### config.mk
export PLATFORM = sky130hd
export DESIGN_NAME = lrg_fifo
export DESIGN_NICKNAME = d
export VERILOG_FILES = /design/src/design/lrg_fifo.sv
export SDC_FILE = /design/constraint.sdc
export NUM_CORES = 1
export LEC_CHECK = 0
export BUFFER_PORTS_ARGS = -buffer_cell sky130_fd_sc_hd__buf_2
export CAP_MARGIN = 20
export CORE_MARGIN = 5
export CORE_UTILIZATION = 43
export DETAILED_ROUTE_END_ITERATION = 10
export PLACE_DENSITY_LB_ADDON = 0.25
export RECOVER_POWER = 100
export SLEW_MARGIN = 20
export SYNTH_ARGS = -nofsm -noshare
export SYNTH_HDL_FRONTEND = slang
export SYNTH_SLANG_ARGS = --single-unit
### constraint.sdc
create_clock -name clk -period 2.4 [get_ports clk]
set_input_delay 0.36 -clock clk [delete_from_list [all_inputs] [get_ports clk]]
set_output_delay 0.36 -clock clk [all_outputs]
set_load 0.03 [all_outputs]
### src/design/lrg_fifo.sv
// Small register queue used between front and back and on the result side.
`default_nettype none
module lrg_fifo #(
  parameter int W     = 8,
  parameter int DEPTH = 4
) (
  input  wire logic         clk,
  input  wire logic         rst_n,
  input  wire logic         push,
  input  wire logic [W-1:0] din,
  output logic              full,
  input  wire logic         pop,
  output logic [W-1:0]      dout,
  output logic              empty
);
  localparam int AW = $clog2(DEPTH);

  logic [W-1:0] mem [DEPTH];
  logic [AW-1:0] wp_r, rp_r;
  logic [AW:0]   cnt_r;
  logic do_push, do_pop;

  assign full    = (cnt_r == (AW+1)'(DEPTH));
  assign empty   = (cnt_r == '0);
  assign do_push = push && !full;
  assign do_pop  = pop && !empty;
  assign dout    = mem[rp_r];

  always_ff @(posedge clk) begin
    if (do_push) begin
      mem[wp_r] <= din;
    end
  end

  always_ff @(posedge clk) begin
    if (!rst_n) begin
      wp_r  <= '0;
      rp_r  <= '0;
      cnt_r <= '0;
    end else begin
      if (do_push) wp_r <= (wp_r == AW'(DEPTH-1)) ? '0 : wp_r + 1'b1;
      if (do_pop)  rp_r <= (rp_r == AW'(DEPTH-1)) ? '0 : rp_r + 1'b1;
      cnt_r <= cnt_r + (AW+1)'(do_push) - (AW+1)'(do_pop);
    end
  end
endmodule
`default_nettype wire

Yosys cells after proc, flatten, opt, wreduce, memory -nomap -nowiden --
Memory sizes are Yosys's and may differ from the RTL's. A register that Yosys moved wholly into a read port is not among the register bits. Cells that the tools add are included.
Word-level totals: bits in registers 7, bits in latches 0, memory bits (writable) 32, ROM bits 0, input bits 12, output and inout port bits 10, logic and storage cells 22, memories kept 1
Memory list:
- mem | depth 4, width 8, rd ports 1, clocked after memory_dff 1, write ports 1, RTL line 18 | logic [W-1:0] mem [DEPTH];
Operators by class: add/sub/neg operators 4, $mul 0, div/mod/pow operators 0, magnitude comparators 0, equality and inequality tests 3, shifts and indexed selects 0, multiplexer cells 6, bitwise logic cells 0, reductions and logical operators 5
Operators by type and width (number):
- $mux 2 | 4
- $add 2x1->2 const B | 2
- $eq 2x2->1 const B | 2
- $add 3x1->3 | 1
- $eq 3x3->1 const B | 1
- $logic_not 3->1 | 1
- $sub 3x1->3 | 1
- $logic_and 1x1->1 | 2
- $logic_not 1->1 | 2
- $mux 1 | 2

Logic depth before layout (Yosys ltp) --
Gate-level depths: netlist of the first run.
depth in word-level cells 5, gate-level depth with buffers 11, depth with buffers taken out 10

Least setup slack after synthesis of the first run --
No wires, ideal clock.
kind register to register, start point register cnt_r[2], end point register cnt_r[2], library setup time 115 ps, arrival 2125 ps, data required time 2285 ps, path slack 160 ps, stages on the path, launching flop included 12, path buffers 1, clock period less this slack 2240 ps, cell sequence dfxtp_1 -> nor3b_4 -> nor2b_2 -> buf_6 -> inv_1 -> ha_1 -> inv_1 -> ha_1 -> fa_1 -> xnor2_1 -> xnor2_1 -> and2_1
Between the ends: longest elaborated chain between the ends 5, elaborated cells between the ends (all ways) 8, those cells by class 2 x add/sub; 1 x eq/ne; 5 x reduce/logical
Ends and longest elaborated chain:
- from (decl) | RTL line 20 | logic [AW:0] cnt_r;
- from (signal assigned) | RTL line 43 | cnt_r <= cnt_r + (AW+1)'(do_push) - (AW+1)'(do_pop);
- $eq 3x3->1 | RTL line 23 | assign full = (cnt_r == (AW+1)'(DEPTH));
- named net full | RTL line 11 | output logic full,
- $logic_not 1->1 | RTL line 25 | assign do_push = push && !full;
- $logic_and 1x1->1 | RTL line 25
- $add 3x1->3 | RTL line 43
- $sub 3x1->3 | RTL line 43
The timed path passes the listed nets, and every way through them passes these cells. A chain may end at the register's enable or synchronous reset.

Final worst setup path of the first run --
start point register cnt_r[1], end point register cnt_r[2]
Between the ends: longest elaborated chain between the ends 5, elaborated cells between the ends (all ways) 8, those cells by class 2 x add/sub; 1 x eq/ne; 5 x reduce/logical
Ends and longest elaborated chain (RTL line):
- $eq 3x3->1 | 23
- $logic_not 1->1 | 25
- $logic_and 1x1->1 | 25
- $add 3x1->3 | 43
- $sub 3x1->3 (*) | 43
Mark *: on every way between the ends. The rest lies on a longest branch, timed or not.

==> results.sh, run 1 <==
export IMPL_ys_top_cells_by_area="edfxtp_1 58%, dfxtp_1 11%, mux4_2 11%"
export IMPL_postRouteAntennaNets=0
export IMPL_cp_required_ns=2.58
export IMPL_ys_seq_area_share_pct=68.8
export IMPL_die_h_um=72.1
export IMPL_power_density_nw_per_um2=1080
export IMPL_hold_violations=0
export IMPL_antenna_found_initial=0
export IMPL_io_pins=22
export IMPL_die_w_um=72.1
export IMPL_avgSynthCellArea_um2=17.5
export IMPL_status="finished, final reports clean"
export IMPL_synth_cell_type_count=21
export IMPL_path_class="flip-flop to flip-flop"
export IMPL_worst_slew_pin_slew_ns=0.665
export IMPL_drtIter0Drc=42
export IMPL_hold_class="input pin to flip-flop"
export IMPL_worstPathMaxFanout=5
export IMPL_stdcell_count=169
export IMPL_final_common_cell="edfxtp_1"
export IMPL_synth_net_count=115
export IMPL_post_cts_setup_buffers=0
export IMPL_finClkSkew_ns=0.00893
export IMPL_synth_seq_cells=41
export IMPL_htree_levels=2
export IMPL_yosys_area_top_type="edfxtp_1"
export IMPL_grt_max_degree=14
export IMPL_syn_inst=95
export IMPL_cts_sinks=41
export IMPL_grt_pass1_wl_um=4170
export IMPL_fin_crit_ns=2.19
export IMPL_grt_pass1_vias=855
export IMPL_cts_tree="yes"
export IMPL_finalMaxSlewViolations=0
export IMPL_coreArea_um2=3690
export IMPL_holdBufCountCts=0
export IMPL_synth_top_area_share_pct=57.9
export IMPL_cts_buffer_depth=2
export IMPL_irDropWorstVdd_v=0.000363
export IMPL_worstPathArrival_ns=2.36
export IMPL_cap_violations=0
export IMPL_die_area_um2=5200
export IMPL_num_vias=845
export IMPL_wire_per_inst_um=15.1
export IMPL_clock_latency_ns=0.28
export IMPL_numCtsBuffers=5
export IMPL_root_buffer="clkbuf_8"
export IMPL_post_route_period_util_pct=91.0
export IMPL_hpwlAfterDp_um=1840
export IMPL_wl_um=2560
export IMPL_slew_headroom_pct=55.6
export IMPL_setup_viol=0
export IMPL_place_congestion=0.701
export IMPL_port_buffers=21
export IMPL_leakagePower_nw=0.652
export IMPL_fin_tns_setup_ns=0
export IMPL_viasPerCell=5.00
export IMPL_drt_first_pass_iters=4
export IMPL_initial_utilization_pct=45.0
export IMPL_grt_overflow_total=0
export IMPL_placedCellCount=161
export IMPL_grtUsageTotal_pct=11.0
export IMPL_rows=22
export IMPL_ys_warn_count=0
export IMPL_cp_start_kind="flip-flop"
export IMPL_crit_path_end_kind="flip-flop"
export IMPL_flow_area_growth_from_synthesis_pct=14.1
export IMPL_fmax_ghz=0.458
export IMPL_synthesis_area_um2=1660
export IMPL_drive_above_1_share_pct=17.4
export IMPL_fin_nets=140
export IMPL_diodes=0
export IMPL_drc=0
export IMPL_clk_pin_slew_worst_paths_ns=0.08
export IMPL_grt_setup_unrepaired="false"
export IMPL_layout_common_cells="32 x edfxtp_1, 19 x clkbuf_1, 9 x dfxtp_1"
## cells by family (layout without fill, tap and decap cells)
kind of cell,Yosys count,after routing,synth area share [%]
AO/OA/AOI/OAI,3,3,1.36
XOR/XNOR,2,2,1.06
adder cells (fa/ha/maj),8,8,6.49
buffers and inverters,11,37,3.02
flip-flops,41,41,68.8
multiplexers,10,10,12.1
AND/OR/NAND/NOR,20,20,7.24
## critical path, stage by stage (launching register included)
cell     delay (ns)
dfxtp_1        0.38
o31ai_4        0.33
inv_1          0.08
ha_1           0.28
inv_1          0.04
ha_1           0.19
fa_1           0.38
xnor2_1        0.14
xnor2_1        0.12
and2_0         0.14
## metrics by stage
| step | area (um2) | util, % | total power, mW | hold WS, ns | setup WS (ns) |
|---|---|---|---|---|---|
| 3_5_place_dp | 1810 | 49.0 | 1.56 | 0.492 | 0.124 |
| 6_report | 1890 | 51.3 | 2.04 | 0.339 | 0.215 |
| 2_1_floorplan | 1660 | - | 1.41 | 0.459 | 0.160 |
| 5_1_grt | 1890 | 51.3 | 2.17 | 0.320 | 0.0630 |
| 4_1_cts | 1920 | 51.9 | 2.08 | 0.276 | 0.131 |
| 3_3_place_gp | 1810 | 49.0 | 1.54 | 0.486 | 0.242 |
## registers in the layout (all words and copies together) (netlist names), named ones only
name,cells
wp_r,2
rp_r,2
mem,32
cnt_r,3
## metal layers
metal / track usage, % / vias up / part of all wire (%)
li1: - / 401 / -
met1: 13.2 / 418 / 40
met2: 17.0 / 20 / 52
met3: 4.57 / 6 / 6.3
met4: 5.64 / 0 / 2.0
met5: 0 / - / 0
## what timing repair did
item                                    4_1_cts  5_1_grt
gates resized for setup                       0        1
endpoints found under the setup margin        0        1
endpoints found under the hold margin         0        0
## worst paths after layout
path | from | endpoint | slack, ns | depth (start not counted)
worst min-delay path | din[7] | mem[3][7]$_DFFE_PP_ | 0.34 | 1
worst min register to register | wp_r[1]$_SDFFE_PN0P_ | wp_r[1]$_SDFFE_PN0P_ | 0.50 | 2
worst max register to register | cnt_r[1]$_SDFF_PN0_ | cnt_r[2]$_SDFF_PN0_ | 0.21 | 9
worst max-delay path | cnt_r[1]$_SDFF_PN0_ | cnt_r[2]$_SDFF_PN0_ | 0.21 | 9
## where the power goes
group / total (mW) / internal, mW / leakage [nW] / switching (mW)
combinational: 0.544 / 0.222 / 0.229 / 0.322
clock: 0.520 / 0.308 / 0.0552 / 0.212
sequential: 0.972 / 0.873 / 0.367 / 0.0994
total: 2.04 / 1.40 / 0.652 / 0.633
## synth_stat cells
| cell type | instances |
|---|---|
| and2_1 | 4 |
| and2_2 | 3 |
| buf_2 | 1 |
| buf_6 | 1 |
| clkbuf_1 | 2 |
| dfxtp_1 | 9 |
| edfxtp_1 | 32 |
| fa_1 | 1 |
| ha_1 | 7 |
| inv_1 | 7 |
| mux2i_1 | 2 |
| mux4_2 | 8 |
| nand2_1 | 6 |
| nand3_1 | 2 |
| nor2_1 | 2 |
| nor2b_2 | 1 |
| nor3_1 | 1 |
| nor3b_4 | 1 |
| o21ai_0 | 2 |
| o31ai_2 | 1 |
| xnor2_1 | 2 |
## layout make-up
class,instances,area (um2)
clock buffer,6,72.6
clock inverter,2,35.0
fill,329,1800
inverter,7,26.3
multi-input combinational,43,470
sequential,41,1140
tap,48,60.1
timing repair buffer,22,87.6
Power figures use the tool's default switching activity.
==> run 2, diff against run 1 <==
Settings changed: REMOVE_ABC_BUFFERS from default to 1.
==> results.sh, run 2 (synthesized netlist as in run 1, its figures left out) <==
export IMPL_leakagePower_nw=0.683
export IMPL_worstPathArrival_ns=2.36
export IMPL_power_density_nw_per_um2=1130
export IMPL_num_vias=820
export IMPL_wire_per_inst_um=14.0
export IMPL_flow_area_growth_from_synthesis_pct=15.8
export IMPL_diodes=0
export IMPL_grt_setup_unrepaired="false"
export IMPL_p_int_mw=1.52
export IMPL_cp_start_kind="flip-flop"
export IMPL_regMostFlops="mem"
export IMPL_setup_viol=0
export IMPL_postRouteAntennaNets=0
export IMPL_finalMaxSlewViolations=0
export IMPL_cp_cell_sequence="nor3b_1 -> nor2b_2 -> inv_1 -> ha_1 -> inv_1 -> ha_1 -> fa_1 -> xnor2_1 -> xnor2_1 -> and2_1"
export IMPL_regToRegSetupSlack_ns=0.23
export IMPL_p_seq_share_pct=44.5
export IMPL_irDropWorstVdd_v=0.000397
export IMPL_die_h_um=72.1
export IMPL_place_ws_ns=0.172
export IMPL_fill_cells=321
export IMPL_hold_class="input pin to flip-flop"
export IMPL_worst_slack_ns=0.227
export IMPL_io_pins=22
export IMPL_p_comb_share_pct=25.4
export IMPL_post_cts_setup_buffers=0
export IMPL_slew_headroom_pct=57.5
export IMPL_place_congestion=0.757
export IMPL_clk_pin_slew_worst_paths_ns=0.08
export IMPL_antenna_found_initial=0
export IMPL_coreArea_um2=3690
export IMPL_seqCellArea_um2=1140
export IMPL_hold_violations=0
export IMPL_worstPathMaxFanout=4
export IMPL_largest_reg_flops=32
export IMPL_switching_share_pct=29.8
export IMPL_holdBufCountCts=0
export IMPL_grt_pass1_vias=852
export IMPL_fin_tns_setup_ns=0
export IMPL_grt_pass1_wl_um=4170
export IMPL_htree_levels=2
export IMPL_path_class="flip-flop to flip-flop"
export IMPL_fin_crit_ns=2.17
export IMPL_fmax_ghz=0.460
export IMPL_grtUsageTotal_pct=10.9
export IMPL_multiInputGateArea_um2=462
export IMPL_clock_latency_ns=0.28
export IMPL_p_sw_mw=0.646
export IMPL_port_buffers=21
export IMPL_die_w_um=72.1
export IMPL_wl_um=2370
export IMPL_power_mw=2.17
export IMPL_drt_first_pass_iters=4
export IMPL_fin_nets=140
export IMPL_layout_common_cells="32 x edfxtp_1, 12 x clkbuf_1, 9 x dfxtp_1"
export IMPL_final_common_cell="edfxtp_1"
export IMPL_drtIter0Drc=37
export IMPL_worstHoldStart="din[5]"
export IMPL_root_buffer="clkbuf_8"
export IMPL_viasPerCell=4.85
export IMPL_cts_buffer_depth=2
export IMPL_cts_tree="yes"
export IMPL_slowest_delay_ns=0.44
export IMPL_die_area_um2=5200
export IMPL_cp_required_ns=2.58
export IMPL_worst_slew_pin_slew_ns=0.637
export IMPL_rows=22
export IMPL_post_route_period_util_pct=90.5
export IMPL_drc=0
export IMPL_finClkSkew_ns=0.00276
export IMPL_pwr_share_clk_pct=30.1
export IMPL_status="finished, final reports clean"
export IMPL_grt_overflow_total=0
export IMPL_reg_largest_list="mem x32, cnt_r x3"
export IMPL_initial_utilization_pct=45.0
export IMPL_drive_above_1_share_pct=23.1
export IMPL_hpwlAfterDp_um=1680
export IMPL_startpoint="cnt_r[2]$_SDFF_PN0_"
export IMPL_grt_max_degree=15
export IMPL_cap_violations=0
export IMPL_crit_path_end_kind="flip-flop"
export IMPL_numCtsBuffers=5
export IMPL_cp_slowest_cell="dfxtp_1"
export IMPL_r2r_start="cnt_r[2]$_SDFF_PN0_"
export IMPL_cts_sinks=41
-- run 2: changes by cell type in the layout (fill, tap and decap cells not counted), sizes merged --
cell and change:
bufinv +1, clkbuf -1, clkinv -1, inv +1
-- run 2: repair_timing --
action / CTS / global route
resized for setup: 0 / 1
setup endpoints to repair: 0 / 1
hold endpoints to repair: 0 / 0
-- run 2: worst max-delay path, delay by kind of cell, from the launching register on --
kind / cells / cell delay [ns]
simple gates: 3 / 0.58
fa+ha+maj: 3 / 0.67
buf+inv: 2 / 0.11
flops: 1 / 0.44
xor+xnor: 2 / 0.28
-- run 2: power groups by stage --
stage	sequential, mW	combinational (mW)	clock (mW)
3_5_place_dp	0.984	0.572	0
4_1_cts	0.968	0.576	0.663
6_report	0.963	0.550	0.652
2_1_floorplan	0.956	0.437	0
5_1_grt	0.985	0.602	0.707
3_3_place_gp	0.976	0.565	0
-- run 2: cell type report --
type / instances / area share [%]
Sequential cell: 41 / 59.4
Multi-Input combinational cell: 43 / 24.0
Timing Repair Buffer: 22 / 4.95
Clock buffer: 5 / 3.58
Clock inverter: 3 / 3.58
Tap cell: 48 / 3.13
Inverter: 7 / 1.37
-- run 2: path summary, 6_finish.rpt --
check / to / cells past startpoint
worst max-delay path: cnt_r[2]$_SDFF_PN0_ / 10
worst min-delay path: mem[0][5]$_DFFE_PP_ / 1
worst max register to register: cnt_r[2]$_SDFF_PN0_ / 10
worst min register to register: wp_r[0]$_SDFFE_PN0P_ / 2
-- run 2: routing by layer --
layer	part of all wire, %	global-route usage [%]	up-vias
li1	-	-	398
met1	43	13.9	401
met2	51	16.4	17
met3	4.4	3.74	4
met4	1.3	5.64	0
met5	0	0	-
-- run 2: through the flow --
stage | area [um2] | util, % | std cells | hold slack [ns]
after CTS | 1950 | 52.7 | 169 | 0.273
after global placement | 1810 | 49.0 | 161 | 0.485
final | 1920 | 52.1 | 169 | 0.324
after global routing | 1920 | 52.1 | 169 | 0.315
after floorplan | 1640 | - | 91 | 0.459
after detailed placement | 1810 | 49.0 | 161 | 0.521
